`config.mk`:
```
export PLATFORM = sky130hd
export DESIGN_NAME = ipv4_route_lru_cache
export DESIGN_NICKNAME = d
export VERILOG_FILES = /design/src/iprc_pkg.sv /design/src/iprc_ctrl.sv /design/src/iprc_dp.sv /design/src/ipv4_route_lru_cache.sv
export SDC_FILE = /design/constraint.sdc
export NUM_CORES = 1
export LEC_CHECK = 0
export BUFFER_PORTS_ARGS = -buffer_cell sky130_fd_sc_hd__buf_2
export CORE_ASPECT_RATIO = 1.4
export CORE_UTILIZATION = 50
export CTS_BUF_LIST = sky130_fd_sc_hd__clkbuf_8
export DETAILED_ROUTE_END_ITERATION = 16
export GPL_ROUTABILITY_DRIVEN = 1
export PLACE_DENSITY = 0.69
export SYNTH_ARGS = -nofsm -noshare
export SYNTH_HDL_FRONTEND = slang
export SYNTH_SLANG_ARGS = --single-unit
```
`constraint.sdc`:
```
create_clock -name i_clk -period 10.7 [get_ports i_clk]
set_input_delay 0.535 -clock i_clk [delete_from_list [all_inputs] [get_ports i_clk]]
set_output_delay 0.535 -clock i_clk [all_outputs]
set_load 0.01 [all_outputs]
```
`src/iprc_pkg.sv`:
```
package iprc_pkg;

    localparam int ENTRIES_DEF = 4;

    // request modes
    localparam logic [1:0] MODE_ADD   = 2'd0;
    localparam logic [1:0] MODE_WALK  = 2'd1;
    localparam logic [1:0] MODE_FLUSH = 2'd2;

    // result kinds
    localparam logic [1:0] KIND_ADD   = 2'd0;
    localparam logic [1:0] KIND_WALK  = 2'd1;
    localparam logic [1:0] KIND_FLUSH = 2'd2;

    typedef struct packed {
        logic [1:0]  mode;
        logic [31:0] target;
        logic [31:0] netmask;
        logic [31:0] gateway;
    } t_item;

    typedef struct packed {
        logic [1:0]  kind;
        logic        hit;
        logic        evicted;
        logic        entry_valid;
        logic [31:0] out_target;
        logic [31:0] out_netmask;
        logic [31:0] out_gateway;
        logic        last;
    } t_result;

    typedef enum logic [1:0] {
        S_IDLE,
        S_EXEC,
        S_WALK
    } t_state;

    typedef enum logic [2:0] {
        OP_NONE,
        OP_ADD,
        OP_FLUSH,
        OP_WALK_EMPTY,
        OP_WALK_ENTRY
    } t_op;

    typedef struct packed {
        logic load;
        t_op  op;
    } t_cmd;

    typedef struct packed {
        logic [1:0] mode;
        logic       count_zero;
        logic       walk_last;
    } t_status;

endpackage

```
`src/iprc_ctrl.sv`:
```
module iprc_ctrl (
    input  logic              i_clk,
    input  logic              i_rst_n,
    input  logic              i_start,
    input  iprc_pkg::t_status i_status,
    output logic              o_busy,
    output iprc_pkg::t_cmd    o_cmd
);

    iprc_pkg::t_state r_state;
    iprc_pkg::t_state n_state;

    always_ff @(posedge i_clk) begin
        if (!i_rst_n) begin
            r_state <= iprc_pkg::S_IDLE;
        end else begin
            r_state <= n_state;
        end
    end

    always_comb begin
        n_state    = r_state;
        o_cmd.load = 1'b0;
        o_cmd.op   = iprc_pkg::OP_NONE;
        o_busy     = 1'b1;
        case (r_state)
            iprc_pkg::S_IDLE: begin
                o_busy = 1'b0;
                if (i_start) begin
                    o_cmd.load = 1'b1;
                    n_state    = iprc_pkg::S_EXEC;
                end
            end
            iprc_pkg::S_EXEC: begin
                n_state = iprc_pkg::S_IDLE;
                case (i_status.mode)
                    iprc_pkg::MODE_ADD: begin
                        o_cmd.op = iprc_pkg::OP_ADD;
                    end
                    iprc_pkg::MODE_FLUSH: begin
                        o_cmd.op = iprc_pkg::OP_FLUSH;
                    end
                    iprc_pkg::MODE_WALK: begin
                        if (i_status.count_zero) begin
                            o_cmd.op = iprc_pkg::OP_WALK_EMPTY;
                        end else begin
                            o_cmd.op = iprc_pkg::OP_WALK_ENTRY;
                            if (!i_status.walk_last) begin
                                n_state = iprc_pkg::S_WALK;
                            end
                        end
                    end
                    default: begin
                        // unused mode: dropped silently
                        o_cmd.op = iprc_pkg::OP_NONE;
                    end
                endcase
            end
            iprc_pkg::S_WALK: begin
                o_cmd.op = iprc_pkg::OP_WALK_ENTRY;
                if (i_status.walk_last) begin
                    n_state = iprc_pkg::S_IDLE;
                end
            end
            default: begin
                n_state = iprc_pkg::S_IDLE;
            end
        endcase
    end

endmodule

```
`src/iprc_dp.sv`:
```
module iprc_dp #(
    parameter int ENTRIES = iprc_pkg::ENTRIES_DEF
) (
    input  logic              i_clk,
    input  logic              i_rst_n,
    input  iprc_pkg::t_item   i_item,
    input  iprc_pkg::t_cmd    i_cmd,
    output iprc_pkg::t_status o_status,
    output logic              o_strobe,
    output iprc_pkg::t_result o_result
);

    localparam int RW = (ENTRIES > 1) ? $clog2(ENTRIES) : 1;
    localparam int CW = $clog2(ENTRIES + 1);

    iprc_pkg::t_item   r_req;
    logic [31:0]       r_tgt  [ENTRIES];
    logic [31:0]       r_msk  [ENTRIES];
    logic [31:0]       r_gw   [ENTRIES];
    logic [ENTRIES-1:0] r_used;
    logic [RW-1:0]     r_rank [ENTRIES];
    logic [CW-1:0]     r_count;
    logic [RW-1:0]     r_walk;
    logic              r_strobe;
    iprc_pkg::t_result r_res;
    iprc_pkg::t_result n_res;

    logic              hit;
    logic [RW-1:0]     hit_idx;
    logic [RW-1:0]     hit_rank;
    logic              free_found;
    logic [RW-1:0]     free_idx;
    logic [RW-1:0]     old_idx;
    logic [RW-1:0]     ins_idx;
    logic              full;
    logic [31:0]       walk_tgt;
    logic [31:0]       walk_msk;
    logic [31:0]       walk_gw;
    logic [ENTRIES-1:0] rank0_sel;

    // parallel tag match, free search, oldest search, walk word select and newest flags
    always_comb begin
        hit        = 1'b0;
        hit_idx    = '0;
        hit_rank   = '0;
        free_found = 1'b0;
        free_idx   = '0;
        old_idx    = '0;
        walk_tgt   = '0;
        walk_msk   = '0;
        walk_gw    = '0;
        rank0_sel  = '0;
        for (int i = 0; i < ENTRIES; i++) begin
            if (!hit && r_used[i] && r_tgt[i] == r_req.target
                    && r_msk[i] == r_req.netmask) begin
                hit      = 1'b1;
                hit_idx  = RW'(i);
                hit_rank = r_rank[i];
            end
            if (!free_found && !r_used[i]) begin
                free_found = 1'b1;
                free_idx   = RW'(i);
            end
            if (r_used[i] && r_rank[i] == RW'(ENTRIES - 1)) begin
                old_idx = RW'(i);
            end
            if (r_used[i] && r_rank[i] == r_walk) begin
                walk_tgt = walk_tgt | r_tgt[i];
                walk_msk = walk_msk | r_msk[i];
                walk_gw  = walk_gw | r_gw[i];
            end
            rank0_sel[i] = r_used[i] && r_rank[i] == '0;
        end
    end

    assign full    = (r_count == CW'(ENTRIES));
    assign ins_idx = full ? old_idx : free_idx;

    assign o_status.mode       = r_req.mode;
    assign o_status.count_zero = (r_count == '0);
    assign o_status.walk_last  = ((CW'(r_walk) + 1'b1) == r_count);

    always_comb begin
        n_res = '0;
        case (i_cmd.op)
            iprc_pkg::OP_ADD: begin
                n_res.kind    = iprc_pkg::KIND_ADD;
                n_res.hit     = hit;
                n_res.evicted = !hit && full;
                n_res.last    = 1'b1;
            end
            iprc_pkg::OP_FLUSH: begin
                n_res.kind = iprc_pkg::KIND_FLUSH;
                n_res.last = 1'b1;
            end
            iprc_pkg::OP_WALK_EMPTY: begin
                n_res.kind = iprc_pkg::KIND_WALK;
                n_res.last = 1'b1;
            end
            iprc_pkg::OP_WALK_ENTRY: begin
                n_res.kind        = iprc_pkg::KIND_WALK;
                n_res.entry_valid = 1'b1;
                n_res.out_target  = walk_tgt;
                n_res.out_netmask = walk_msk;
                n_res.out_gateway = walk_gw;
                n_res.last        = o_status.walk_last;
            end
            default: begin
                n_res = '0;
            end
        endcase
    end

    // control state: valid bits, recency ranks, fill count, walk pointer, result strobe
    always_ff @(posedge i_clk) begin
        if (!i_rst_n) begin
            r_used   <= '0;
            r_rank   <= '{default: '0};
            r_count  <= '0;
            r_walk   <= '0;
            r_strobe <= 1'b0;
        end else begin
            if (i_cmd.load) begin
                r_walk <= '0;
            end
            case (i_cmd.op)
                iprc_pkg::OP_ADD: begin
                    r_strobe <= 1'b1;
                    if (hit) begin
                        for (int i = 0; i < ENTRIES; i++) begin
                            if (RW'(i) == hit_idx) begin
                                r_rank[i] <= '0;
                            end else if (r_used[i] && r_rank[i] < hit_rank) begin
                                r_rank[i] <= r_rank[i] + 1'b1;
                            end
                        end
                    end else begin
                        // new route is newest, every other valid entry ages
                        for (int i = 0; i < ENTRIES; i++) begin
                            if (RW'(i) == ins_idx) begin
                                r_rank[i] <= '0;
                            end else if (r_used[i]) begin
                                r_rank[i] <= r_rank[i] + 1'b1;
                            end
                        end
                        r_used[ins_idx] <= 1'b1;
                        if (!full) begin
                            r_count <= r_count + 1'b1;
                        end
                    end
                end
                iprc_pkg::OP_FLUSH: begin
                    r_strobe <= 1'b1;
                    r_used   <= '0;
                    r_rank   <= '{default: '0};
                    r_count  <= '0;
                end
                iprc_pkg::OP_WALK_EMPTY: begin
                    r_strobe <= 1'b1;
                end
                iprc_pkg::OP_WALK_ENTRY: begin
                    r_strobe <= 1'b1;
                    r_walk   <= r_walk + 1'b1;
                end
                default: begin
                    r_strobe <= 1'b0;
                end
            endcase
        end
    end

    // payload: request, route store, result word
    always_ff @(posedge i_clk) begin
        if (i_cmd.load) begin
            r_req <= i_item;
        end
        if (i_cmd.op == iprc_pkg::OP_ADD && !hit) begin
            r_tgt[ins_idx] <= r_req.target;
            r_msk[ins_idx] <= r_req.netmask;
            r_gw[ins_idx]  <= r_req.gateway;
        end
        r_res <= n_res;
    end

    assign o_strobe = r_strobe;
    assign o_result = r_res;

    a_count_matches_used: assert property (@(posedge i_clk) disable iff (!i_rst_n)
        r_count == CW'($countones(r_used)))
        else $error("fill count out of step with valid bits");

    a_add_leaves_newest: assert property (@(posedge i_clk) disable iff (!i_rst_n)
        (r_strobe && r_res.kind == iprc_pkg::KIND_ADD) |-> $onehot(rank0_sel))
        else $error("no single newest entry after add");

    a_evict_only_full: assert property (@(posedge i_clk) disable iff (!i_rst_n)
        (r_strobe && r_res.evicted) |-> (r_count == CW'(ENTRIES)))
        else $error("eviction with free entries left");

    a_walk_valid_vs_count: assert property (@(posedge i_clk) disable iff (!i_rst_n)
        (r_strobe && r_res.kind == iprc_pkg::KIND_WALK)
            |-> (r_res.entry_valid == (r_count != '0)))
        else $error("walk word validity disagrees with fill count");

endmodule

```
`src/ipv4_route_lru_cache.sv`:
```
// Channel   Handshake                 Word
// request   start in, busy out        i_item   (mode, target, netmask, gateway)
// result    o_strobe out, no backoff  o_result (kind, hit, evicted, entry_valid,
//                                               out_target, out_netmask, out_gateway, last)
//
// Add and flush: busy while the sequencer sits in its execute state after the accept edge,
// result strobed in the cycle after that state; a new request is taken once busy drops.
// Walk of n valid entries: one word per cycle from the rank-select mux, busy through the
// execute and walk states up to the last word (one word if n is 0). Mode 3 gives no word.
// Reset (synchronous, active low) leaves every entry free; no clearing pass.
// Results are never held off; busy only reflects the sequencer.
module ipv4_route_lru_cache #(
    parameter int ENTRIES = iprc_pkg::ENTRIES_DEF
) (
    input  logic              i_clk,
    input  logic              i_rst_n,
    input  logic              start,
    input  iprc_pkg::t_item   i_item,
    output logic              busy,
    output logic              o_strobe,
    output iprc_pkg::t_result o_result
);

    iprc_pkg::t_cmd    cmd;
    iprc_pkg::t_status status;

    iprc_ctrl u_ctrl (
        .i_clk    (i_clk),
        .i_rst_n  (i_rst_n),
        .i_start  (start),
        .i_status (status),
        .o_busy   (busy),
        .o_cmd    (cmd)
    );

    iprc_dp #(
        .ENTRIES (ENTRIES)
    ) u_dp (
        .i_clk    (i_clk),
        .i_rst_n  (i_rst_n),
        .i_item   (i_item),
        .i_cmd    (cmd),
        .o_status (status),
        .o_strobe (o_strobe),
        .o_result (o_result)
    );

endmodule
```
==> results of run 1 <==
[metal layers]
metal	share of wire [%]	GRT usage [%]	up-vias	wire length [µm]
met5	0.021	0	-	19
li1	-	-	7488	-
met4	7.6	25.5	2	6750
met2	49	59.0	958	43400
met3	6.8	5.73	236	6010
met1	37	42.8	8687	32500
[how the worst max path moves through the flow]
| stage | from | to | slack [ns] |
|---|---|---|---|
| finish | u_dp.r_req[75] | u_dp.r_msk[2][6] | 5.76 |
| detailed placement | u_dp.r_req[56] | u_dp.r_gw[2][16] | 5.77 |
| floorplan | u_dp.r_req[39] | u_dp.r_gw[0][0] | 1.61 |
| global placement | u_dp.r_req[38] | u_dp.r_msk[2][6] | 5.74 |
| CTS | u_dp.r_req[56] | u_dp.r_msk[2][6] | 5.74 |
| global route | u_dp.r_req[38] | u_dp.r_gw[2][18] | 5.53 |
[kinds of logic (layout without fill, tap and decap cells)]
group / count (synthesis) / count (layout)
AOI/OAI and AO/OA: 396 / 396
other: 0 / 1
muxes: 7 / 7
DFF: 604 / 604
xor gates and xnor gates: 203 / 203
and+or+nand+nor: 422 / 422
adders and majority gates: 10 / 10
buffers and inverters: 129 / 526
[power groups by stage]
| stage | Clock (W) | Combinational, W | Sequential (W) |
|---|---|---|---|
| 2_1_floorplan | 0 | 0.000259 | 0.00279 |
| 3_3_place_gp | 0 | 0.000469 | 0.00282 |
| 3_5_place_dp | 0 | 0.000465 | 0.00283 |
| 4_1_cts | 0.00199 | 0.000492 | 0.00278 |
| 5_1_grt | 0.00209 | 0.000516 | 0.00279 |
| 6_report | 0.00197 | 0.000502 | 0.00278 |
[area by class of cell]
class / instances / area [µm²]
clock buffer: 93 / 1280
multi-input combinational: 1038 / 7240
clock inverter: 75 / 611
tap: 630 / 788
fill: 3813 / 19200
sequential: 604 / 16900
timing repair buffer: 310 / 2040
antenna: 1 / 2.50
inverter: 48 / 183
[sequential cells by signal, summed over array words and instances (netlist names)]
| signal | flops |
|---|---|
| u_dp.r_count | 3 |
| u_dp.r_msk | 128 |
| u_dp.o_result | 102 |
| u_dp.r_tgt | 128 |
| u_dp.o_strobe | 1 |
| u_dp.r_rank | 8 |
| u_dp.r_req | 96 |
| u_dp.r_walk | 2 |
| u_ctrl.r_state | 2 |
| u_dp.o_status | 2 |
| u_dp.r_used | 4 |
| u_dp.r_gw | 128 |
[stage by stage]
stage               hold WS, ns  util, %  worst slack [ns]
floorplan                 0.459        -              1.61
global placement          0.466     54.5              5.74
detailed placement        0.483     54.5              5.77
CTS                    0.000251     60.2              5.74
global route            0.00583     60.2              5.53
finish                   0.0406     60.2              5.76
[layout by cell type (no fill, tap or decap), types with 4 or more instances in the layout]
master	n
nor4_1	36
a2111oi_0	7
nand3_1	31
o22ai_1	12
xnor2_1	162
buf_2	204
buf_4	18
dlygate4sd3_1	88
or4_1	5
nand2b_1	66
and3_1	10
nand2_1	43
clkinvlp_4	5
clkinv_2	13
xor2_1	39
a22oi_1	194
inv_1	80
ha_1	9
mux2i_1	7
nor3_2	4
nor3_1	15
clkinv_1	7
nor2b_1	50
o211ai_1	4
nand4_1	86
nor2_1	39
and4_1	5
edfxtp_1	482
clkbuf_8	93
nor4b_1	5
a21oi_1	112
o21ai_0	13
bufinv_16	9
o2111ai_1	12
dfxtp_1	122
[cells in the mapped netlist, drive strengths merged (3+ instances only)]
cell type	instances
a2111o	3
xnor2	164
a2111oi	8
or3	3
clkbuf	77
nand3	32
nand2	43
edfxtp	482
ha	9
o2111ai	13
nor2	41
nor4b	5
mux2i	7
a21o	3
nor2b	50
nor3	19
or4	6
a22oi	195
buf	4
and4	5
xor2	39
o211ai	4
o221ai	3
a211oi	3
o21ai	15
nor4	38
a21boi	3
nand2b	66
and3	13
inv	48
and2	3
nand4	86
a21oi	113
dfxtp	122
o22ai	12
==> results_dict.tcl, run 1 <==
set metrics [dict create \
    finalSetupViolCount 0 \
    whs_endpoint "u_dp.r_req[67]" \
    first_pass_iters 6 \
    post_synth_main_area_contributors "edfxtp_1 59%, dfxtp_1 9.9%, a22oi_1 5.9%" \
    fin_nets 2201 \
    syn_nets 1881 \
    grt_start_max_net_pins 74 \
    h-tree-depth 3 \
    hold_viol 0 \
    num_vias 17400 \
    place_inst 2542 \
    cts_tree "built" \
    combinationalPowerShare_pct 9.6 \
    drc 0 \
    antenna_found_initial 3 \
    synthXorXnorAreaFrac_pct 7.29 \
    cellPowerDensity_nw_per_um2 181 \
    drive_gt1_share_pct 17.4 \
    core_um2 48300 \
    total_power_w 0.00526 \
    postRouteAntennaNets 0 \
    fin_crit_sh_pct 46.1 \
    grt_setup_unrepaired "false" \
    yosysTopAreaCellShare_pct 58.9 \
    rows 95 \
    yosys.area.top_type "edfxtp_1" \
    synth-edff-count 482 \
    synth-warning-count 0 \
    synthFlopType "edfxtp_1" \
    path_buf_inv 3 \
    cts_sinks 604 \
    ff2ff_path_depth 11 \
    irDropWorstVdd_uv 128 \
    pin_count 205 \
    viasPerCell 6.21 \
    min-delay-start "i_item[67]" \
    synthMuxAreaShare_pct 0.285 \
    worstHoldPathCells 1 \
    hold_path.class "primary input to flop" \
    grt_usage_pct 35.9 \
    post_cts_buffers 0 \
    worstPathArrival_ns 5.26 \
    switching_share_pct 26.5 \
    initial_core_util_pct 51.0 \
    cts_resized 0 \
    clkPwrFrac_pct 37.5 \
    grt_pass1_vias 17400 \
    drt_wl_total_um 88700 \
    crit_family "simple AND/OR/NAND/NOR gates" \
    seqPwrFrac_pct 52.9 \
    ys_ff_latch 604 \
    stdcell_count 2799 \
    seq_area_frac_synth_pct 68.8 \
    timing.final.crit_period_ns 4.94 \
    r2r_end "u_dp.r_msk[2][6]" \
    yosys.area_share.simple_pct 10.0 \
    synth-adder-area-share_pct 0.499 \
    fin_tns_setup_ns 0 \
    p_int_w 0.00386 \
    async_flop_share_pct 0 \
    cts_buffer_depth 3 \
    status "completed" \
    slowest_stage "nor2_4" \
    startpoint_type "flop" \
    worst-path-stages 11 \
    clk_pin_slew_ns 0.06 \
    r2r_start "u_dp.r_req[75]" \
    dieArea_um2 50100 \
    hpwl_um 61900 \
    avgSynthCellArea_um2 13.9 \
    routedWlPerCell_um 31.7 \
    place_area_um2 26300 \
    path_common_cell "buf_4" \
    synth_area_um2 24600 \
    maxSlewViolCount 0 \
    die_x_um 189 \
    fin_skew_ns 0.0537 \
    synthCells 1771 \
    tightest_slew_ns 1.16 \
    power_leakage_nw 9.73 \
    max_stage_delay_ns 0.75 \
    clock-root-buffer "clkbuf_8" \
    gp_congestion 1.07 \
    p_switching_w 0.00139 \
    crit_fanout 36 \
    synth_top_family_by_area "compound AO/OA/AOI/OAI gates" \
    overflow 0 \
    synth_compound_area_share_pct 11.1 \
    max_slew_margin_pct 22.9 \
    area_growth_pct 18.2 \
    drv_cap 0 \
    clock.fmax_ghz 0.203 \
    grt_pass1_wl_um 125000 \
    final_cell_area_um2 29100 \
    drt_iter0_drc 1749 \
    worst-setup-path-type "flop to flop" \
    cts_hold_buf 88 \
    cts_made_buffers 89 \
    critPathRequiredTime_ns 11.02 \
    dieHeight_um 264 \
    setup.worst_path.end_class "flop" \
    reg2reg_slack_ns 5.76 \
    cp_cell_sequence "nor2b_1, a2111o_1, nor4_4, and3_1, a22oi_2, nand3b_1, nor2_1, inv_1, nor2_4, buf_4, buf_4" \
    io_buffers 204 \
    synth_cell_types 76 \
    clock_latency_ns 0.73 \
]
Power figures use the tool's default switching activity.
==> run 2, diff against run 1 <==
- clock period: 10.7 -> 4.6 ns (I/O delays scaled with it)
==> results_dict.tcl, run 2 (synthesized netlist as in run 1, its figures left out) <==
set metrics [dict create \
    drt_wl_total_um 90900 \
    ff2ff_path_depth 10 \
    initial_core_util_pct 51.0 \
    timing.final.crit_period_ns 4.47 \
    cts_buffer_depth 3 \
    fin_util_pct 61.1 \
    core_um2 48300 \
    gp_congestion 1.06 \
    io_buffers 204 \
    status "completed" \
    slowest_stage "or3_1" \
    reg.largest.list "u_dp.r_gw (128), u_dp.r_msk (128), u_dp.r_tgt (128)" \
    p_switching_w 0.00328 \
    path_common_cell "nand4_1" \
    maxSlewViolCount 0 \
    combinationalPowerShare_pct 10.4 \
    cts_made_buffers 90 \
    dieHeight_um 264 \
    first_pass_iters 6 \
    setup.worst_path.end_class "flop" \
    switching_share_pct 27.0 \
    drc 0 \
    drt_iter0_drc 1831 \
    cts_sinks 604 \
    r2r_end "u_dp.r_rank[6]" \
    critPathRequiredTime_ns 5.21 \
    max_slew_margin_pct 18.9 \
    area_growth_pct 19.8 \
    routedWlPerCell_um 32.1 \
    drv_cap 0 \
    crit_family "simple AND/OR/NAND/NOR gates" \
    worst-path-stages 10 \
    drive_gt1_share_pct 18.6 \
    cp_cell_sequence "xnor2_1, nand4_1, nor4_1, nand4_1, or3_1, and3_1, o41ai_1, a41oi_1, a211o_1, a21oi_2" \
    fin_crit_sh_pct 97.1 \
    worstPathArrival_ns 5.08 \
    fin_ws_ns 0.134 \
    crit_fanout 12 \
    fin_skew_ns 0.0479 \
    final_common_cell "edfxtp_1" \
    dp_slack_ns 0.123 \
    place_inst 2562 \
    rows 95 \
    multi_input_area_um2 7280 \
    fill_cells 3742 \
    worstHoldPathCells 2 \
    final_cell_mix "482 x edfxtp_1, 204 x buf_2, 194 x a22oi_1, 160 x xnor2_1, 122 x dfxtp_1" \
    antenna_found_initial 3 \
    die_x_um 189 \
    dieArea_um2 50100 \
    grt_setup_unrepaired "false" \
    startpoint_type "flop" \
    grt_start_max_net_pins 103 \
    irDropWorstVdd_uv 472 \
    cellPowerDensity_nw_per_um2 412 \
    r2r_start "u_dp.r_req[57]" \
    finalSetupViolCount 0 \
    clkPwrFrac_pct 36.5 \
    grt_usage_pct 36.4 \
    pin_count 205 \
    path_buf_inv 0 \
    seq_area_um2 16900 \
    clock.fmax_ghz 0.224 \
    fin_nets 2234 \
    grt_pass1_vias 17700 \
    clk_pin_slew_ns 0.06 \
    grt_pass1_wl_um 127000 \
    max_stage_delay_ns 0.68 \
    fin_tns_setup_ns 0 \
    overflow 0 \
    whs_endpoint "u_dp.r_req[90]" \
    power_leakage_nw 9.92 \
    hold_viol 0 \
    cts_tree "built" \
    reg2reg_slack_ns 0.13 \
    viasPerCell 6.17 \
    h-tree-depth 3 \
    worst-setup-path-type "flop to flop" \
    postRouteAntennaNets 0 \
    seqPwrFrac_pct 53.1 \
    num_vias 17500 \
    stdcell_count 2833 \
    tightest_slew_ns 1.21 \
    min-delay-start "i_item[90]" \
    p_int_w 0.00886 \
    clock_latency_ns 0.71 \
    hold_path.class "primary input to flop" \
    clock-root-buffer "clkbuf_8" \
    hpwl_um 64400 \
]
run 2: changes by cell type in the layout (fill, tap and decap cells not counted), sizes merged:
cell	change
buf	+20
clkbuf	+18
dlygate4sd3	+12
bufinv	-8
inv	-7
clkinvlp	-1
run 2: timing repair:
item                       4_1_cts  5_1_grt
setup endpoints to repair        0        1
setup buffers                    0        0
hold buffers                   100        0
hold endpoints to repair       107        0
resized for setup                0        2
run 2: cell type report:
cell class	instances	share of cell area, %
Antenna cell	1	0.00849
Clock buffer	111	5.19
Clock inverter	59	1.09
Sequential cell	604	57.4
Multi-Input combinational cell	1038	24.7
Inverter	48	0.620
Tap cell	630	2.68
Timing Repair Buffer	342	8.30
run 2: worst register-to-register path, delay by kind of cell, from the launching register on:
family	cells	cell delay [ns]
DFF	1	0.54
xor gates and xnor gates	1	0.63
AOI/OAI and AO/OA	4	1.28
and+or+nand+nor	5	1.94
run 2: per-layer routing:
metal	vias up	wire, µm	track usage, %
met5	-	13	0
met4	2	6080	22.7
met3	197	6100	6.12
met2	934	46000	62.4
met1	8788	32700	42.3
li1	7545	-	-
run 2: through the flow:
step                total power, W  hold WS, ns  cell area (µm²)
floorplan                  0.00708        0.329            24600
global placement           0.00771        0.406            26600
detailed placement         0.00772        0.408            26600
CTS                         0.0121        0.192            29400
global route                0.0125        0.222            29500
finish                      0.0121        0.232            29500
run 2: worst max-delay path by stage:
stage	to	startpoint
2_1_floorplan	u_dp.r_gw[1][0]	u_dp.r_req[38]
3_3_place_gp	u_dp.r_rank[6]	u_dp.r_req[90]
3_5_place_dp	u_dp.r_rank[6]	u_dp.r_req[90]
4_1_cts	u_dp.r_rank[6]	u_dp.r_req[90]
5_1_grt	u_dp.r_rank[6]	u_dp.r_req[57]
6_report	u_dp.r_rank[6]	u_dp.r_req[57]
run 2: power groups by stage:
stage / registers (W) / clock network (W) / logic (W)
floorplan: 0.00647 / 0 / 0.000608
CTS: 0.00643 / 0.00446 / 0.00124
finish: 0.00644 / 0.00443 / 0.00127
global placement: 0.00653 / 0 / 0.00117
detailed placement: 0.00655 / 0 / 0.00117
global route: 0.00646 / 0.00471 / 0.00129
==> run 3, diff against run 2 <==
- PLACE_DENSITY: 0.69 -> 0.77
==> results_dict.tcl, run 3 (synthesized netlist as in run 1, its figures left out) <==
set metrics [dict create \
    crit_fanout 96 \
    dieArea_um2 50100 \
    status "completed" \
    hold_path.class "primary input to flop" \
    hpwl_um 63000 \
    grt_usage_pct 36.1 \
    antenna_found_initial 1 \
    postRouteAntennaNets 0 \
    hold_viol 0 \
    setup.worst_path.end_class "flop" \
    initial_core_util_pct 51.0 \
    overflow 0 \
    fin_ws_ns 0.125 \
    finalSetupViolCount 0 \
    cellPowerDensity_nw_per_um2 420 \
    core_um2 48300 \
    fin_nets 2238 \
    num_vias 17500 \
    rows 95 \
    die_x_um 189 \
    grt_start_max_net_pins 97 \
    r2r_end "u_dp.r_tgt[3][11]" \
    fill_cells 3667 \
    reg2reg_slack_ns 0.12 \
    dieHeight_um 264 \
    total_power_w 0.0124 \
    cts_tree "built" \
    area_growth_pct 20.1 \
    clock_latency_ns 0.72 \
    gp_congestion 1.01 \
    drv_cap 0 \
    cts_made_buffers 89 \
    max_slew_margin_pct 25.9 \
    cp-endpoint "u_dp.r_tgt[3][11]" \
    maxSlewViolCount 0 \
    timing.final.crit_period_ns 4.48 \
    r2r_start "u_dp.r_req[40]" \
    drt_wl_total_um 90400 \
    final_cell_mix "482 x edfxtp_1, 204 x buf_2, 194 x a22oi_1, 162 x xnor2_1, 122 x dfxtp_1" \
    worst-setup-path-type "flop to flop" \
    io_buffers 204 \
    drive_gt1_share_pct 18.6 \
    drc 0 \
    grt_setup_unrepaired "false" \
    reg.largest.list "u_dp.r_gw (128), u_dp.r_msk (128), u_dp.r_tgt (128)" \
    startpoint_type "flop" \
    ff2ff_path_depth 10 \
    routedWlPerCell_um 31.9 \
    viasPerCell 6.18 \
    grt_pass1_vias 17700 \
    tightest_slew_ns 1.10 \
    post_cts_buffers 0 \
    critPathRequiredTime_ns 4.85 \
    dp_slack_ns 0.435 \
    fin_crit_sh_pct 97.3 \
    clock.fmax_ghz 0.223 \
    crit_start "u_dp.r_req[40]" \
    first_pass_iters 8 \
    final_common_cell "edfxtp_1" \
    grt_pass1_wl_um 126000 \
    drt_iter0_drc 1806 \
    worstPathArrival_ns 4.73 \
    fin_skew_ns 0.0270 \
    clk_pin_slew_ns 0.07 \
    h-tree-depth 3 \
    irDropWorstVdd_uv 346 \
    cts_buffer_depth 3 \
    cts_sinks 604 \
    power_leakage_nw 9.98 \
    clock-root-buffer "clkbuf_8" \
    pin_count 205 \
]
## run 3: power by group
part	total (W)	internal, W	switching, W
sequential	0.00646	0.00619	0.000276
combinational	0.00126	0.000412	0.000844
clock	0.00468	0.00250	0.00219
## run 3: final cells by class
cell class,count,area (µm²),area share [%]
inverter,48,183,0.618
sequential,604,16900,57.3
multi-input combinational,1038,7270,24.6
clock inverter,63,508,1.72
antenna,1,2.50,0.00847
timing repair buffer,347,2450,8.29
tap,630,788,2.67
clock buffer,104,1430,4.84
## run 3: worst max-delay path, cell delays in order (launching register included)
cell	delay, ns
edfxtp_1	0.55
xnor2_1	0.94
nand4_1	0.16
nor4_1	0.51
nand4_1	0.37
or2_1	0.40
nand3b_1	0.25
nor2_2	0.08
inv_2	0.21
nor3_4	0.06
buf_12	0.19
## run 3: worst min path at each step
stage,from,cells after the start,endpoint,slack (ns)
final,i_item[12],2,u_dp.r_req[12],0.22
after global routing,i_item[5],2,u_dp.r_req[5],0.22
after CTS,i_item[15],2,u_dp.r_req[15],0.18
after detailed placement,i_item[85],1,u_dp.r_req[85],0.41
after global placement,i_item[51],1,u_dp.r_req[51],0.41
after floorplan,i_item[96],0,u_dp.o_status[2],0.33
## run 3: timing repair
action	4_1_cts	5_1_grt
setup endpoints to repair	0	0
endpoints found under the hold margin	107	0
hold buffers	102	0
resized for setup	0	0
## run 3: metrics by stage
step | utilization (%) | setup TNS, ns | std cells | cell area [µm²] | hold WS [ns]
CTS | 61.2 | 0 | 2834 | 29500 | 0.181
global placement | 55.1 | 0 | 2565 | 26600 | 0.406
detailed placement | 55.1 | 0 | 2565 | 26600 | 0.408
global route | 61.2 | 0 | 2835 | 29500 | 0.219
floorplan | - | -35.47 | 1771 | 24600 | 0.329
finish | 61.2 | 0 | 2835 | 29500 | 0.225
## run 3: per-layer routing
| metal | track usage (%) | routed length [µm] | share of wire (%) | up-vias |
|---|---|---|---|---|
| met5 | 0 | 0 | 0 | - |
| met4 | 23.9 | 6320 | 7.0 | 0 |
| met3 | 5.15 | 5900 | 6.5 | 234 |
| met2 | 61.3 | 45400 | 50 | 1011 |
| met1 | 42.7 | 32700 | 36 | 8733 |
| li1 | - | - | - | 7549 |
